--- config.mk ---
export PLATFORM = sky130hd
export DESIGN_NAME = stable_priority_queue_flat
export DESIGN_NICKNAME = d
export VERILOG_FILES = /design/src/sv/spq_pkg.sv /design/src/sv/spq_channels.sv /design/src/sv/spq_store.sv /design/src/sv/spq_cmp.sv /design/src/sv/stable_priority_queue.sv /design/src/flat_wrapper.sv
export VERILOG_INCLUDE_DIRS = /design/src /design/src/sv
export SDC_FILE = /design/constraint.sdc
export NUM_CORES = 2
export LEC_CHECK = 0
export ABC_AREA = 1
export BUFFER_PORTS_ARGS = -buffer_cell sky130_fd_sc_hd__buf_2
export CELL_PAD_IN_SITES_DETAIL_PLACEMENT = 1
export CELL_PAD_IN_SITES_GLOBAL_PLACEMENT = 2
export CORE_MARGIN = 5
export CORE_UTILIZATION = 43
export CTS_CLUSTER_DIAMETER = 100
export DETAILED_ROUTE_END_ITERATION = 6
export MAX_ROUTING_LAYER = met4
export PLACE_DENSITY_LB_ADDON = 0.1
export SLEW_MARGIN = 20
export SYNTH_ARGS = -nofsm -noshare
export SYNTH_HDL_FRONTEND = slang
export SYNTH_SLANG_ARGS = --single-unit
--- constraint.sdc ---
create_clock -name clock -period 6.9 [get_ports clock]
set_input_delay 0.345 -clock clock [delete_from_list [all_inputs] [get_ports clock]]
set_output_delay 0.345 -clock clock [all_outputs]
set_load 0.03 [all_outputs]
--- src/sv/stable_priority_queue_assert.svh ---
// ----------------------------------------------------------------------------
// Assertion macros for the stable priority queue
// Short forms for the concurrent checks used in the RTL.
// ----------------------------------------------------------------------------
`ifndef STABLE_PRIORITY_QUEUE_ASSERT_SVH
`define STABLE_PRIORITY_QUEUE_ASSERT_SVH

// Condition must hold at every clock edge outside reset.
`define SPQ_ASSERT_ALWAYS(label, clk, rst, cond, msg) \
   label: assert property (@(posedge clk) disable iff (rst) (cond)) \
      else $error(msg);

// Consequent must hold in the same cycle as the antecedent.
`define SPQ_ASSERT_SAME(label, clk, rst, ante, cons, msg) \
   label: assert property (@(posedge clk) disable iff (rst) (ante) |-> (cons)) \
      else $error(msg);

// Consequent must hold in the cycle after the antecedent.
`define SPQ_ASSERT_NEXT(label, clk, rst, ante, cons, msg) \
   label: assert property (@(posedge clk) disable iff (rst) (ante) |=> (cons)) \
      else $error(msg);

`endif

--- src/sv/spq_pkg.sv ---
// ----------------------------------------------------------------------------
// spq_pkg
// Shared types and codes of the stable priority queue.
// ----------------------------------------------------------------------------
package spq_pkg;

   // Default number of queue slots
   localparam int CAPACITY_DEF = 64;

   // Field widths
   localparam int ID_W     = 16;
   localparam int KIND_W   = 8;
   localparam int PRIO_W   = 32;
   localparam int STATUS_W = 3;
   localparam int COUNT_W  = 7;

   // Commands
   localparam logic CMD_INSERT = 1'b0;
   localparam logic CMD_REMOVE = 1'b1;

   // Result status codes
   localparam logic [STATUS_W-1:0] ST_OK    = 3'd0;
   localparam logic [STATUS_W-1:0] ST_NULL  = 3'd1;
   localparam logic [STATUS_W-1:0] ST_DUP   = 3'd2;
   localparam logic [STATUS_W-1:0] ST_FULL  = 3'd3;
   localparam logic [STATUS_W-1:0] ST_EMPTY = 3'd4;

   // One stored queue entry
   typedef struct packed {
      logic [ID_W-1:0]          handle;
      logic [KIND_W-1:0]        kind;
      logic signed [PRIO_W-1:0] prio;
   } entry_type;

   // Outcome of comparing one stored entry against the pending insert
   typedef struct packed {
      logic hit;    // same handle
      logic after;  // stored entry leaves after the new one
   } cmp_res_type;

endpackage

--- src/sv/spq_channels.sv ---
// ----------------------------------------------------------------------------
// spq channels
// Valid/ready channel interfaces for request and response items.
// ----------------------------------------------------------------------------
interface spq_req_if;
   import spq_pkg::*;

   logic                     valid;
   logic                     ready;
   logic                     command;
   logic [ID_W-1:0]          item_id;
   logic [KIND_W-1:0]        kind;
   logic signed [PRIO_W-1:0] priority_req;

   modport source (output valid, command, item_id, kind, priority_req, input ready);
   modport sink   (input valid, command, item_id, kind, priority_req, output ready);
endinterface

interface spq_rsp_if;
   import spq_pkg::*;

   logic                     valid;
   logic                     ready;
   logic [STATUS_W-1:0]      status;
   logic [ID_W-1:0]          out_item_id;
   logic [KIND_W-1:0]        out_kind;
   logic signed [PRIO_W-1:0] out_priority;
   logic [COUNT_W-1:0]       entry_count;

   modport source (output valid, status, out_item_id, out_kind, out_priority,
                   entry_count, input ready);
   modport sink   (input valid, status, out_item_id, out_kind, out_priority,
                   entry_count, output ready);
endinterface

--- src/sv/spq_store.sv ---
// ----------------------------------------------------------------------------
// spq_store
// Entry memory: one write port, one read port with registered read data.
// ----------------------------------------------------------------------------
module spq_store #(
   parameter int DEPTH = spq_pkg::CAPACITY_DEF,
   parameter int AW    = $clog2(DEPTH)
) (
   input  logic                clock,
   input  logic                wr_en,
   input  logic [AW-1:0]       wr_addr,
   input  spq_pkg::entry_type  wr_data,
   input  logic                rd_en,
   input  logic [AW-1:0]       rd_addr,
   output spq_pkg::entry_type  rd_data
);
   import spq_pkg::*;

   entry_type mem_ff [DEPTH];
   entry_type rd_data_ff;

   // write port
   always_ff @(posedge clock) begin
      if (wr_en) begin
         mem_ff[wr_addr] <= wr_data;
      end
   end

   // read port, data held until the next read
   always_ff @(posedge clock) begin
      if (rd_en) begin
         rd_data_ff <= mem_ff[rd_addr];
      end
   end

   assign rd_data = rd_data_ff;

endmodule

--- src/sv/spq_cmp.sv ---
// ----------------------------------------------------------------------------
// spq_cmp
// Shared compare unit: handle match and signed priority order of one entry.
// ----------------------------------------------------------------------------
module spq_cmp (
   input  spq_pkg::entry_type    stored,
   input  spq_pkg::entry_type    key,
   output spq_pkg::cmp_res_type  res
);
   import spq_pkg::*;

   // stored entry leaves after the new one only on strictly greater priority,
   // so equal priorities keep arrival order
   always_comb begin
      res.hit   = (stored.handle == key.handle);
      res.after = (stored.prio > key.prio);
   end

endmodule

--- src/sv/stable_priority_queue.sv ---
// ----------------------------------------------------------------------------
// stable_priority_queue
// Bounded min-priority queue of event entries with arrival order on ties.
// ----------------------------------------------------------------------------
// Usage:
//   req_bus carries one command per item: insert (handle, kind, priority) or
//   remove the lowest-priority entry. rsp_bus returns exactly one item per
//   request with status, the removed entry (zero otherwise) and the count.
//   Entries sit in a circular memory, sorted from the head slot onward.
//   A sequencer walks the memory through one compare unit, one slot a cycle.
// Steps (from request accept to response valid):
//   remove: POP reads the head entry, then FIN; remove from empty or insert of
//   a null handle: straight to FIN. insert: SCAN over the queued entries,
//   SHIFT per entry behind the new one, INSERT, FIN; rejected insert: SCAN, FIN.
//   The block takes no new request until the current one has finished.
// Reset: synchronous, empties the queue; memory contents are not cleared.
// Stall: a finished response waits in the output register; the request side
//   is ready again once the response is loaded, and the next one waits in
//   its final state until the output register is free.
// ----------------------------------------------------------------------------
`include "stable_priority_queue_assert.svh"

module stable_priority_queue #(
   parameter int CAPACITY = spq_pkg::CAPACITY_DEF
) (
   input  logic        clock,
   input  logic        reset,
   spq_req_if.sink     req_bus,
   spq_rsp_if.source   rsp_bus
);
   import spq_pkg::*;

   localparam int AW = (CAPACITY > 1) ? $clog2(CAPACITY) : 1;
   localparam int CW = $clog2(CAPACITY + 1);

   // sequencer states
   localparam logic [2:0] S_IDLE   = 3'd0;
   localparam logic [2:0] S_SCAN   = 3'd1;
   localparam logic [2:0] S_SHIFT  = 3'd2;
   localparam logic [2:0] S_INSERT = 3'd3;
   localparam logic [2:0] S_POP    = 3'd4;
   localparam logic [2:0] S_FIN    = 3'd5;

   logic [2:0]          state_ff, state_in;
   logic [CW-1:0]       count_ff, count_in;
   logic [AW-1:0]       head_ff, head_in;
   entry_type           req_ent_ff, req_ent_in;
   logic [CW-1:0]       scan_ff, scan_in;
   logic                dup_ff, dup_in;
   logic                found_ff, found_in;
   logic [CW-1:0]       pos_ff, pos_in;
   logic [CW-1:0]       shift_ff, shift_in;
   logic [STATUS_W-1:0] stat_ff, stat_in;
   entry_type           res_ent_ff, res_ent_in;

   logic                rsp_valid_ff, rsp_valid_in;
   logic [STATUS_W-1:0] rsp_status_ff, rsp_status_in;
   entry_type           rsp_ent_ff, rsp_ent_in;
   logic [COUNT_W-1:0]  rsp_count_ff, rsp_count_in;

   logic                mem_wr_en, mem_rd_en;
   logic [CW-1:0]       wr_log, rd_log;
   logic [AW-1:0]       wr_addr, rd_addr;
   entry_type           wr_data, rd_data;
   cmp_res_type         cmp_res;

   logic                accept;
   logic                dup_now, found_now, last_scan;
   logic [CW-1:0]       pos_now, pos_final;
   logic [CW+COUNT_W-1:0] count_ext;

   // logical slot to memory address, wrapping around the head
   function automatic logic [AW-1:0] phys(input logic [AW-1:0] head,
                                          input logic [CW-1:0] idx);
      logic [CW:0] sum;
      sum = (CW+1)'(head) + (CW+1)'(idx);
      if (sum >= (CW+1)'(CAPACITY)) begin
         sum = sum - (CW+1)'(CAPACITY);
      end
      return sum[AW-1:0];
   endfunction

   spq_store #(.DEPTH(CAPACITY), .AW(AW)) u_store (
      .clock   (clock),
      .wr_en   (mem_wr_en),
      .wr_addr (wr_addr),
      .wr_data (wr_data),
      .rd_en   (mem_rd_en),
      .rd_addr (rd_addr),
      .rd_data (rd_data)
   );

   spq_cmp u_cmp (
      .stored (rd_data),
      .key    (req_ent_ff),
      .res    (cmp_res)
   );

   assign accept  = req_bus.valid && req_bus.ready;
   assign wr_addr = phys(head_ff, wr_log);
   assign rd_addr = phys(head_ff, rd_log);

   // scan bookkeeping for the entry on the read port
   assign dup_now   = dup_ff || cmp_res.hit;
   assign found_now = found_ff || cmp_res.after;
   assign pos_now   = (!found_ff && cmp_res.after) ? scan_ff : pos_ff;
   assign pos_final = found_now ? pos_now : count_ff;
   assign last_scan = (scan_ff == CW'(count_ff - 1'b1));
   assign count_ext = (CW+COUNT_W)'(count_ff);

   // sequencer
   always_comb begin
      state_in      = state_ff;
      count_in      = count_ff;
      head_in       = head_ff;
      req_ent_in    = req_ent_ff;
      scan_in       = scan_ff;
      dup_in        = dup_ff;
      found_in      = found_ff;
      pos_in        = pos_ff;
      shift_in      = shift_ff;
      stat_in       = stat_ff;
      res_ent_in    = res_ent_ff;
      rsp_valid_in  = rsp_valid_ff && !rsp_bus.ready;
      rsp_status_in = rsp_status_ff;
      rsp_ent_in    = rsp_ent_ff;
      rsp_count_in  = rsp_count_ff;
      mem_wr_en     = 1'b0;
      mem_rd_en     = 1'b0;
      wr_log        = '0;
      rd_log        = '0;
      wr_data       = rd_data;

      unique case (state_ff)
         S_IDLE: begin
            if (accept) begin
               req_ent_in.handle = req_bus.item_id;
               req_ent_in.kind   = req_bus.kind;
               req_ent_in.prio   = req_bus.priority_req;
               res_ent_in        = '0;
               if (req_bus.command == CMD_REMOVE) begin
                  if (count_ff == '0) begin
                     stat_in  = ST_EMPTY;
                     state_in = S_FIN;
                  end else begin
                     mem_rd_en = 1'b1;
                     state_in  = S_POP;
                  end
               end else if (req_bus.item_id == '0) begin
                  stat_in  = ST_NULL;
                  state_in = S_FIN;
               end else if (count_ff == '0) begin
                  pos_in   = '0;
                  state_in = S_INSERT;
               end else begin
                  mem_rd_en = 1'b1;
                  scan_in   = '0;
                  dup_in    = 1'b0;
                  found_in  = 1'b0;
                  pos_in    = '0;
                  state_in  = S_SCAN;
               end
            end
         end
         S_SCAN: begin
            dup_in   = dup_now;
            found_in = found_now;
            pos_in   = pos_now;
            if (!last_scan) begin
               mem_rd_en = 1'b1;
               rd_log    = CW'(scan_ff + 1'b1);
               scan_in   = CW'(scan_ff + 1'b1);
            end else if (dup_now) begin
               stat_in  = ST_DUP;
               state_in = S_FIN;
            end else if (count_ff == CW'(CAPACITY)) begin
               stat_in  = ST_FULL;
               state_in = S_FIN;
            end else begin
               pos_in = pos_final;
               if (pos_final == count_ff) begin
                  state_in = S_INSERT;
               end else begin
                  // fetch the last entry; it moves up first
                  mem_rd_en = 1'b1;
                  rd_log    = CW'(count_ff - 1'b1);
                  shift_in  = count_ff;
                  state_in  = S_SHIFT;
               end
            end
         end
         S_SHIFT: begin
            // slot shift_ff takes the entry below it, next one is fetched
            mem_wr_en = 1'b1;
            wr_log    = shift_ff;
            wr_data   = rd_data;
            if (CW'(shift_ff - 1'b1) == pos_ff) begin
               state_in = S_INSERT;
            end else begin
               mem_rd_en = 1'b1;
               rd_log    = CW'(shift_ff - 2'd2);
               shift_in  = CW'(shift_ff - 1'b1);
            end
         end
         S_INSERT: begin
            mem_wr_en = 1'b1;
            wr_log    = pos_ff;
            wr_data   = req_ent_ff;
            count_in  = CW'(count_ff + 1'b1);
            stat_in   = ST_OK;
            state_in  = S_FIN;
         end
         S_POP: begin
            res_ent_in = rd_data;
            stat_in    = ST_OK;
            count_in   = CW'(count_ff - 1'b1);
            head_in    = (head_ff == AW'(CAPACITY - 1)) ? '0 : AW'(head_ff + 1'b1);
            state_in   = S_FIN;
         end
         S_FIN: begin
            if (!rsp_valid_ff || rsp_bus.ready) begin
               rsp_valid_in  = 1'b1;
               rsp_status_in = stat_ff;
               rsp_ent_in    = res_ent_ff;
               rsp_count_in  = count_ext[COUNT_W-1:0];
               state_in      = S_IDLE;
            end
         end
         default: begin
            state_in = S_IDLE;
         end
      endcase
   end

   // control registers
   always_ff @(posedge clock) begin
      if (reset) begin
         state_ff     <= S_IDLE;
         count_ff     <= '0;
         head_ff      <= '0;
         rsp_valid_ff <= 1'b0;
      end else begin
         state_ff     <= state_in;
         count_ff     <= count_in;
         head_ff      <= head_in;
         rsp_valid_ff <= rsp_valid_in;
      end
   end

   // working and result registers
   always_ff @(posedge clock) begin
      req_ent_ff    <= req_ent_in;
      scan_ff       <= scan_in;
      dup_ff        <= dup_in;
      found_ff      <= found_in;
      pos_ff        <= pos_in;
      shift_ff      <= shift_in;
      stat_ff       <= stat_in;
      res_ent_ff    <= res_ent_in;
      rsp_status_ff <= rsp_status_in;
      rsp_ent_ff    <= rsp_ent_in;
      rsp_count_ff  <= rsp_count_in;
   end

   // ports
   assign req_bus.ready        = (state_ff == S_IDLE);
   assign rsp_bus.valid        = rsp_valid_ff;
   assign rsp_bus.status       = rsp_status_ff;
   assign rsp_bus.out_item_id  = rsp_ent_ff.handle;
   assign rsp_bus.out_kind     = rsp_ent_ff.kind;
   assign rsp_bus.out_priority = rsp_ent_ff.prio;
   assign rsp_bus.entry_count  = rsp_count_ff;

   // checks
   `SPQ_ASSERT_ALWAYS(a_count_bound, clock, reset, count_ff <= CW'(CAPACITY), "count above capacity")
   `SPQ_ASSERT_ALWAYS(a_head_bound, clock, reset, head_ff <= AW'(CAPACITY - 1), "head out of range")
   `SPQ_ASSERT_NEXT(a_busy_after_accept, clock, reset, accept, !req_bus.ready, "ready right after accept")
   `SPQ_ASSERT_SAME(a_empty_count, clock, reset, rsp_valid_ff && rsp_status_ff == ST_EMPTY, rsp_count_ff == '0, "empty status with nonzero count")

endmodule

--- src/flat_wrapper.sv ---
// flat-port wrapper written by rule: the top's interface ports become plain ports
module stable_priority_queue_flat import spq_pkg::*;
#(
   parameter int CAPACITY = spq_pkg::CAPACITY_DEF
)
  (clock, reset, req_bus_valid, req_bus_command, req_bus_item_id, req_bus_kind, req_bus_priority_req, req_bus_ready, rsp_bus_valid, rsp_bus_status, rsp_bus_out_item_id, rsp_bus_out_kind, rsp_bus_out_priority, rsp_bus_entry_count, rsp_bus_ready);
  spq_req_if req_bus_i ();
  spq_rsp_if rsp_bus_i ();
  input  logic clock;
  input  logic reset;
  input wire logic [$bits(req_bus_i.valid)-1:0] req_bus_valid;
  input wire logic [$bits(req_bus_i.command)-1:0] req_bus_command;
  input wire logic [$bits(req_bus_i.item_id)-1:0] req_bus_item_id;
  input wire logic [$bits(req_bus_i.kind)-1:0] req_bus_kind;
  input wire logic [$bits(req_bus_i.priority_req)-1:0] req_bus_priority_req;
  output wire logic [$bits(req_bus_i.ready)-1:0] req_bus_ready;
  output wire logic [$bits(rsp_bus_i.valid)-1:0] rsp_bus_valid;
  output wire logic [$bits(rsp_bus_i.status)-1:0] rsp_bus_status;
  output wire logic [$bits(rsp_bus_i.out_item_id)-1:0] rsp_bus_out_item_id;
  output wire logic [$bits(rsp_bus_i.out_kind)-1:0] rsp_bus_out_kind;
  output wire logic [$bits(rsp_bus_i.out_priority)-1:0] rsp_bus_out_priority;
  output wire logic [$bits(rsp_bus_i.entry_count)-1:0] rsp_bus_entry_count;
  input wire logic [$bits(rsp_bus_i.ready)-1:0] rsp_bus_ready;
  assign req_bus_i.valid = req_bus_valid;
  assign req_bus_i.command = req_bus_command;
  assign req_bus_i.item_id = req_bus_item_id;
  assign req_bus_i.kind = req_bus_kind;
  assign req_bus_i.priority_req = req_bus_priority_req;
  assign req_bus_ready = req_bus_i.ready;
  assign rsp_bus_valid = rsp_bus_i.valid;
  assign rsp_bus_status = rsp_bus_i.status;
  assign rsp_bus_out_item_id = rsp_bus_i.out_item_id;
  assign rsp_bus_out_kind = rsp_bus_i.out_kind;
  assign rsp_bus_out_priority = rsp_bus_i.out_priority;
  assign rsp_bus_entry_count = rsp_bus_i.entry_count;
  assign rsp_bus_i.ready = rsp_bus_ready;
  stable_priority_queue #(.CAPACITY(CAPACITY)) u_core (.clock(clock), .reset(reset), .req_bus(req_bus_i), .rsp_bus(rsp_bus_i));
endmodule
# Word-level counts from Yosys, hierarchy flattened
# Memories as Yosys holds them, arrays and structs flattened. A register that Yosys moved wholly into a read port is not among the register bits.
# Cells that the tools add are included.
[totals]
word_cells = 165
mem_bits_rw = 3584
n_memories = 1
register_bits = 221
out_inout_bits = 68
[op_classes]
reduce_logical = 28
eq_ne = 26
magnitude_cmp = 3
mux = 76
addsub = 10
[memory_table]
columns = ["name", "words", "width", "rd", "rd_ports_with_merged_regs", "write_ports", "line_no", "text"]
rows = [
  ["u_core.u_store.mem_ff", 64, 56, 1, 1, 1, "spq_store.sv:19", "entry_type mem_ff [DEPTH];"],
]
[op_table]
columns = ["cell", "count"]
rows = [
  ["$mux 7", 23],
  ["$mux 56", 2],
  ["$pmux 56 s2", 1],
  ["$pmux 7 s2", 6],
  ["$mux 3", 15],
  ["$gt 32x32->1", 1],
  ["$eq 7x7->1", 3],
  ["$mux 1", 20],
  ["$mux 6", 3],
  ["$ne 2x2->1 const B", 9],
  ["$reduce_and 6->1", 3],
  ["$add 6x7->8", 2],
  ["$eq 16x16->1", 1],
  ["$ge 8x7->1 const B", 2],
  ["$logic_not 16->1", 1],
  ["$pmux 3 s5", 1],
  ["$add 7x1->7 const B", 2],
  ["$sub 7x1->7 const B", 2],
  ["$sub 6x1->6 const B", 2],
  ["$pmux 3 s3", 1],
  ["$reduce_and 4->1", 2],
  ["$reduce_bool 2->1", 4],
  ["$eq 7x7->1 const B", 1],
  ["$logic_not 7->1", 1],
  ["other kinds (20)", 35],
]

# Depth between registers and ports, before layout
[depth]
word_depth = 13
depth_mapped = 44

# By module
# From an unflattened synthesis, not the netlist that was laid out.
[unflattened]
hier_cells = 12955
area_unflattened_um2 = 156025.9
[by_module_without_submodules]
columns = ["mod", "seq_area_each_um2", "n_inst", "cells_each", "area_each_um2"]
rows = [
  ["spq_store", 109304.8, 1, 11792, 144751.3],
  ["stable_priority_queue", 6466.2, 1, 983, 10172.3],
  ["spq_cmp", 0.0, 1, 180, 1102.3],
]

# Worst setup path before layout
# No wires, ideal clock.
[synth_timing]
path_kind = "register to register"
from = "reg u_core.u_store.rd_data[31] (netlist name)"
to = "reg u_core.u_store.rd_data[0] (netlist name)"
period_less_slack_ns = 6.881
setup_ns = 0.547
arrival_ns = 6.333
setup_slack_ns = 0.019
stages_incl_launch_ff = 21
cell_sequence = "edfxtp_1 ha_1 a21oi_1 o21a_1 nand2_1 a21oi_1 nand3_1 nand2_4 nand2_4 nand2_4 inv_2 buf_6 o21bai_2 nand2_1 nand2_1 nor2_2 nand2_4 nand2_1 inv_1 nor2_1 o21ai_0"
[synth_between]
elab_cells_between_ends = 20
classes_between = "2 x add/sub; 2 x order compare; 1 x eq/ne; 13 x mux; 2 x reduce/logical"
[synth_lines]
columns = ["element", "line_no", "text"]
rows = [
  ["$gt 32x32->1 (*)", "spq_cmp.sv:16", "res.after = (stored.prio > key.prio);"],
  ["$logic_and 1x1->1", "stable_priority_queue.sv:106", "assign pos_now = (!found_ff && cmp_res.after) ? scan_ff : pos_ff;"],
  ["$mux 7", "stable_priority_queue.sv:106", ""],
  ["$mux 7 (*)", "stable_priority_queue.sv:107", "assign pos_final = found_now ? pos_now : count_ff;"],
  ["$eq 7x7->1 (*)", "stable_priority_queue.sv:181", "if (pos_final == count_ff) begin"],
  ["$mux 1 (*)", "stable_priority_queue.sv:181", ""],
  ["$mux 1 (*)", "stable_priority_queue.sv:176", "end else if (count_ff == CW'(CAPACITY)) begin"],
  ["$mux 1 (*)", "stable_priority_queue.sv:173", "end else if (dup_now) begin"],
  ["$mux 1 (*)", "stable_priority_queue.sv:169", "if (!last_scan) begin"],
  ["$pmux 1 s3 (*)", "stable_priority_queue.sv:134", "unique case (state_ff)"],
  ["via u_core.mem_rd_en", "stable_priority_queue.sv:61", "logic mem_wr_en, mem_rd_en;"],
]
# The timed path passes the listed nets; every way through them passes the cells marked *.
# A chain may end at the register's enable or synchronous reset.

# Worst setup path in the final report
[layout_timing]
from = "reg u_core.u_store.rd_data[50] (netlist name)"
to = "reg u_core.u_store.rd_data[19] (netlist name)"
[layout_between]
elab_chain_cells = 8
elab_cells_between_ends = 12
classes_between = "2 x add/sub; 1 x order compare; 1 x eq/ne; 7 x mux; 1 x reduce/logical"
[layout_rtl]
columns = ["element", "line_no", "text"]
rows = [
  ["$eq 16x16->1 (*)", "spq_cmp.sv:15", "res.hit = (stored.handle == key.handle);"],
  ["$logic_or 1x1->1 (*)", "stable_priority_queue.sv:104", "assign dup_now = dup_ff || cmp_res.hit;"],
  ["$mux 7", "stable_priority_queue.sv:173", ""],
  ["$mux 7", "stable_priority_queue.sv:169", ""],
  ["$pmux 7 s2", "stable_priority_queue.sv:134", ""],
  ["$add 6x7->8", "stable_priority_queue.sv:76", "sum = (CW+1)'(head) + (CW+1)'(idx);"],
  ["$ge 8x7->1 or $sub 6x1->6 (tied branches)", "stable_priority_queue.sv:77, stable_priority_queue.sv:78", ""],
  ["$mux 6", "stable_priority_queue.sv:77", "if (sum >= (CW+1)'(CAPACITY)) begin"],
]
# Mark *: on every way between the ends. The rest lies on a longest branch, timed or not.

==> impl_results.html <==
<table>
<tr><th>Metric</th><th>Value</th></tr>
<tr><th colspan="2">Status</th></tr>
<tr><td>Outcome</td><td>complete, but fails checks</td></tr>
<tr><td>Violated checks</td><td>DRC</td></tr>
<tr><th colspan="2">Layout</th></tr>
<tr><td>Nets</td><td>around 10000</td></tr>
<tr><td>Non-filler cells in the finished layout</td><td>approximately 15000</td></tr>
<tr><td>Fill cells</td><td>33300</td></tr>
<tr><td>Ratio of cells with drive above 1 in the final layout</td><td>13.7%</td></tr>
<tr><td>Final core utilization</td><td>50.4%</td></tr>
<tr><td>Final design instance area without fill</td><td>178000 µm²</td></tr>
<tr><td>Area growth from synthesis to final layout</td><td>16.6%</td></tr>
<tr><th colspan="2">Place</th></tr>
<tr><td># port buffers</td><td>128</td></tr>
<tr><td>Gp weighted congestion</td><td>roughly 0.85</td></tr>
<tr><td>Detailed Place HPWL</td><td>284000 µm</td></tr>
<tr><td>Placement Setup Slack</td><td>36.7 ps</td></tr>
<tr><td>Placed cells</td><td>14500</td></tr>
<tr><td>Placement-stage cell area</td><td>between 150000 and 200000 µm²</td></tr>
<tr><th colspan="2">STA</th></tr>
<tr><td>Unrepaired setup endpoints after global routing</td><td>no</td></tr>
<tr><td>Worst-Margin Slew</td><td>1130 ps</td></tr>
<tr><td>Period utilisation layout</td><td>a little over nine tenths</td></tr>
<tr><td>Setup skew after layout</td><td>48.8 ps</td></tr>
<tr><td>Remaining max-slew budget at the tightest pin</td><td>about 25%</td></tr>
<tr><td>Max-slew violations</td><td>0</td></tr>
<tr><td>Final number of setup-violating endpoints</td><td>0</td></tr>
<tr><td>Final count of hold timing violations</td><td>0</td></tr>
<tr><td>F_max</td><td>149 MHz</td></tr>
<tr><td>Minimum period implied by the final worst setup slack</td><td>roughly 6700 ps</td></tr>
<tr><td>Worst setup margin</td><td>203 ps</td></tr>
<tr><th colspan="2">Synthesis</th></tr>
<tr><td>Number of nets produced by synthesis</td><td>approximately 10000</td></tr>
<tr><td>Mapped cell area</td><td>152000 µm²</td></tr>
<tr><td>Share of synthesized flip-flops with an asynchronous set or reset</td><td>0%</td></tr>
<tr><td>Cell types with the highest counts after synthesis</td><td>sky130_fd_sc_hd__edfxtp_1, sky130_fd_sc_hd__nor2_1, sky130_fd_sc_hd__o21ai_0, sky130_fd_sc_hd__o221ai_1, sky130_fd_sc_hd__mux2i_1</td></tr>
<tr><td>Most repeated cell in the gate-level netlist after synthesis</td><td>sky130_fd_sc_hd__edfxtp_1</td></tr>
<tr><td>Number of synthesized flops with an enable pin</td><td>between 3000 and 4000</td></tr>
<tr><td>Post-Syn Instances</td><td>approximately 9900</td></tr>
<tr><td>Distinct cell type count of the synthesized netlist</td><td>51</td></tr>
<tr><td>Number of warnings issued by yosys</td><td>0</td></tr>
<tr><td>Sequential element share of the synthesized area</td><td>between 70 and 80%</td></tr>
<tr><td>Avg Synthesized Cell Area</td><td>15.5 µm²</td></tr>
<tr><td>Fraction of synthesized cell area taken by the top area cell type</td><td>75.8%</td></tr>
<tr><td>Synth area leader</td><td>sky130_fd_sc_hd__edfxtp_1</td></tr>
<tr><td>Seq cells post-synth</td><td>3861</td></tr>
<tr><td>Synth area leaders</td><td>sky130_fd_sc_hd__edfxtp_1, sky130_fd_sc_hd__mux2i_1, sky130_fd_sc_hd__o221ai_1</td></tr>
<tr><td>Most used flip-flop cell after synthesis</td><td>sky130_fd_sc_hd__edfxtp_1</td></tr>
<tr><th colspan="2">Clock network</th></tr>
<tr><td>Maximum root-to-sink buffer count</td><td>4</td></tr>
<tr><td>Register clock-pin slew on the reported worst setup and hold paths</td><td>70 ps</td></tr>
<tr><td>TritonCTS clock tree</td><td>yes</td></tr>
<tr><td>Number of buffers created by CTS</td><td>408</td></tr>
<tr><td>Number of sinks driven by the clock tree</td><td>3861</td></tr>
<tr><td>Root buffer cell</td><td>sky130_fd_sc_hd__clkbuf_16</td></tr>
<tr><td>Clock latency on the worst-skew pair</td><td>980 ps</td></tr>
<tr><td>CTS H-tree lvls</td><td>5</td></tr>
<tr><th colspan="2">Worst setup path</th></tr>
<tr><td>Cell depth of the worst flop-to-flop path</td><td>22</td></tr>
<tr><td>Data required time of the worst path</td><td>7690 ps</td></tr>
<tr><td>Setup crit start kind</td><td>register</td></tr>
<tr><td>End of the worst register-to-register path</td><td>u_core.u_store.rd_data[19]</td></tr>
<tr><td>Worst reg-to-reg setup slack</td><td>200 ps</td></tr>
<tr><td>Crit Path Max Fanout</td><td>35</td></tr>
<tr><td>Critical path type</td><td>register to register</td></tr>
<tr><td>Arr. time, crit path</td><td>7490 ps</td></tr>
<tr><td>Critical Path End Type</td><td>register</td></tr>
<tr><td>Critical register-to-register path startpoint</td><td>u_core.u_store.rd_data[50]</td></tr>
<tr><th colspan="2">Drt</th></tr>
<tr><td>Drc violations</td><td>1</td></tr>
<tr><td>Avg WL per Cell</td><td>34.8 µm</td></tr>
<tr><td>Via-per-instance ratio</td><td>approximately 6.2</td></tr>
<tr><td>Wirelength, routed</td><td>between 500000 and 600000 µm</td></tr>
<tr><td>DRT Pass-1 Iters</td><td>7</td></tr>
<tr><td>Via Count</td><td>about 96000</td></tr>
<tr><td>First DRT Iteration DRCs</td><td>approximately 12000</td></tr>
<tr><td>Final ANT Viol Nets</td><td>0</td></tr>
<tr><th colspan="2">Power</th></tr>
<tr><td>Static leakage</td><td>56.2 nW</td></tr>
<tr><td>Power density over the cells</td><td>526 nW/µm²</td></tr>
<tr><td>Comb power frac</td><td>between 40% and 50%</td></tr>
<tr><td>Sequential power share</td><td>33.8%</td></tr>
<tr><td>Net Sw Frac</td><td>39.8%</td></tr>
<tr><td>Int Pwr</td><td>56.3 mW</td></tr>
<tr><td>Total net switching power</td><td>between 30 and 40 mW</td></tr>
<tr><td>Clock network power share</td><td>23.1%</td></tr>
<tr><td>Worst supply voltage drop on vdd</td><td>0.424 mV</td></tr>
<tr><th colspan="2">GRT</th></tr>
<tr><td>Most crowded layer after global routing</td><td>met2</td></tr>
<tr><td>Largest net degree at the start of global routing</td><td>between 80 and 90</td></tr>
<tr><td>Met2 Usage GRT</td><td>45.5%</td></tr>
<tr><td>Number of global-route vias before repair</td><td>95800</td></tr>
<tr><td>GR Util met1</td><td>41.1%</td></tr>
<tr><td>GR Util met3</td><td>3.26%</td></tr>
<tr><td>Wire length of the first global-routing pass</td><td>743000 µm</td></tr>
<tr><td>Total global routing track utilization</td><td>29.2%</td></tr>
<tr><td>Total congestion overflow after global routing</td><td>0</td></tr>
<tr><td>Antenna violations before repair</td><td>13</td></tr>
<tr><th colspan="2">Floorplanning</th></tr>
<tr><td>Initial standard-cell utilization of the core</td><td>43.2%</td></tr>
<tr><td>DIE AREA</td><td>366000 µm²</td></tr>
<tr><td>Die extent in y</td><td>a little over 600 µm</td></tr>
<tr><td>I/O pin count</td><td>129</td></tr>
<tr><td>Number of rows in the core area</td><td>218</td></tr>
<tr><td>Chip Width</td><td>between 600 and 700 µm</td></tr>
<tr><td>Floorplan core area</td><td>between 300000 and 400000 µm²</td></tr>
<tr><th colspan="2">Worst hold path</th></tr>
<tr><td>Hold Path Depth</td><td>2</td></tr>
<tr><td>Class of the worst hold path</td><td>primary input to register</td></tr>
<tr><td>Launch point of the worst hold path</td><td>req_bus_item_id[6]</td></tr>
<tr><td>Capture endpoint of the worst hold path</td><td>u_core.req_ent_ff[46]</td></tr>
<tr><th colspan="2">Flow run</th></tr>
<tr><td>Max-cap violations</td><td>0</td></tr>
</table>
[timing repair]
action,in CTS,in global routing
hold buffers,63,0
resized for setup,1,18
gates cloned,0,3
pin swaps,0,1
setup buffers,0,5
endpoints found under the hold margin,79,0
setup endpoints to repair,1,19
[critical path: stages, from the launching register on]
cell	delay, ps
sky130_fd_sc_hd__edfxtp_1	550
sky130_fd_sc_hd__inv_1	210
sky130_fd_sc_hd__nor2_1	60
sky130_fd_sc_hd__nor4_1	270
sky130_fd_sc_hd__nand3_1	410
sky130_fd_sc_hd__or4_1	880
sky130_fd_sc_hd__nand2_1	230
sky130_fd_sc_hd__nor2_1	160
sky130_fd_sc_hd__nand2_1	130
sky130_fd_sc_hd__inv_1	70
sky130_fd_sc_hd__nor2_1	200
sky130_fd_sc_hd__o32ai_1	180
sky130_fd_sc_hd__ha_4	230
sky130_fd_sc_hd__fa_4	890
sky130_fd_sc_hd__buf_12	220
sky130_fd_sc_hd__buf_12	210
sky130_fd_sc_hd__buf_12	210
sky130_fd_sc_hd__o21ai_0	110
sky130_fd_sc_hd__o221ai_1	200
sky130_fd_sc_hd__nand3_1	120
sky130_fd_sc_hd__a32oi_1	360
sky130_fd_sc_hd__nand3_1	300
sky130_fd_sc_hd__nand2_1	200
[metal layers]
| metal | vias to the layer above | routed length (µm) |
|---|---|---|
| li1 | 39900 | - |
| met1 | 51300 | 232000 |
| met2 | 3960 | 250000 |
| met3 | 877 | 36800 |
| met4 | 0 | 15600 |
| met5 | - | 0 |
[registers in the layout, indices dropped and copies added, names as in the netlist, 6 cells and up]
register and count:
u_core.scan_ff 7, u_core.head_ff 6, u_core.req_ent_ff 56, u_core.u_store.mem_ff 3584, u_core.pos_ff 7, u_core.res_ent_ff 56
u_core.u_store.rd_data 56, u_core.rsp_bus.out_kind 8, u_core.shift_ff 7, u_core.rsp_bus.entry_count 7, u_core.rsp_bus.out_item_id 16, u_core.count_ff 7
u_core.rsp_bus.out_priority 32
[per-stage QoR]
stage / hold slack (ps) / TNS [ps] / total power, mW
after global placement: 401 / -33.1 / 70.8
final: 94.6 / 0 / 93.5
after floorplan: 400 / 0 / 55.7
after global routing: 69.6 / 0 / 97.6
after CTS: 15.9 / 0 / 93.3
after detailed placement: 406 / 0 / 71.6
[area by class of cell]
| type | instances | area [µm²] | share of cell area [%] |
|---|---|---|---|
| clock inverters | 248 | 2180 | 1.23 |
| flip-flops and latches | 3861 | 116000 | 65.2 |
| repair buffers | 747 | 8010 | 4.51 |
| clock buffers | 500 | 10800 | 6.06 |
| inverters | 194 | 756 | 0.425 |
| multi-input cells | 5084 | 34200 | 19.3 |
| well taps | 4730 | 5920 | 3.33 |
| diodes | 3 | 7.51 | 0.00423 |
[worst max path at each step]
stage                                from  slack, ps                          to  depth (start not counted)
2_1_floorplan  u_core.u_store.rd_data[31]         20   u_core.u_store.rd_data[0]                         20
3_3_place_gp    u_core.u_store.rd_data[2]        -30   u_core.u_store.rd_data[3]                         36
3_5_place_dp   u_core.u_store.rd_data[27]         40   u_core.u_store.rd_data[3]                         32
4_1_cts        u_core.u_store.rd_data[27]        110  u_core.u_store.rd_data[23]                         32
5_1_grt         u_core.u_store.rd_data[8]         20  u_core.u_store.rd_data[19]                         31
6_report       u_core.u_store.rd_data[50]        200  u_core.u_store.rd_data[19]                         22
[power groups by stage]
stage	combinational (mW)	sequential, mW	clock, mW
4_1_cts	39.8	31.6	21.9
6_report	40.3	31.6	21.6
5_1_grt	43.0	31.6	23.0
2_1_floorplan	23.2	32.4	0
3_3_place_gp	38.7	32.1	0
3_5_place_dp	39.5	32.1	0
[cell families after synthesis]
logic type | share of synthesized area [%]
xor+xnor | 0.207
buf+inv | 2.34
compound gates | 9.80
fa+ha+maj | 0.437
simple gates | 5.31
mux | 5.90
flops | 76.0
[cell usage in the layout, fill, tap and decap left out, types with 35 or more instances in the layout]
cell type / count
sky130_fd_sc_hd__a31oi_1: 115
sky130_fd_sc_hd__a32oi_1: 110
sky130_fd_sc_hd__buf_12: 190
sky130_fd_sc_hd__buf_2: 128
sky130_fd_sc_hd__buf_4: 354
sky130_fd_sc_hd__bufinv_16: 35
sky130_fd_sc_hd__clkbuf_1: 82
sky130_fd_sc_hd__clkbuf_16: 420
sky130_fd_sc_hd__clkinv_1: 108
sky130_fd_sc_hd__clkinv_2: 80
sky130_fd_sc_hd__dlygate4sd3_1: 63
sky130_fd_sc_hd__edfxtp_1: 3844
sky130_fd_sc_hd__ha_1: 49
sky130_fd_sc_hd__inv_1: 184
sky130_fd_sc_hd__mux2i_1: 897
sky130_fd_sc_hd__nand2_1: 290
sky130_fd_sc_hd__nand2_2: 46
sky130_fd_sc_hd__nand3_1: 425
sky130_fd_sc_hd__nor2_1: 1022
sky130_fd_sc_hd__nor2_4: 68
sky130_fd_sc_hd__o21ai_0: 938
sky130_fd_sc_hd__o21ai_4: 57
sky130_fd_sc_hd__o221ai_1: 899
Note: power is estimated with default switching activity, not from simulation.
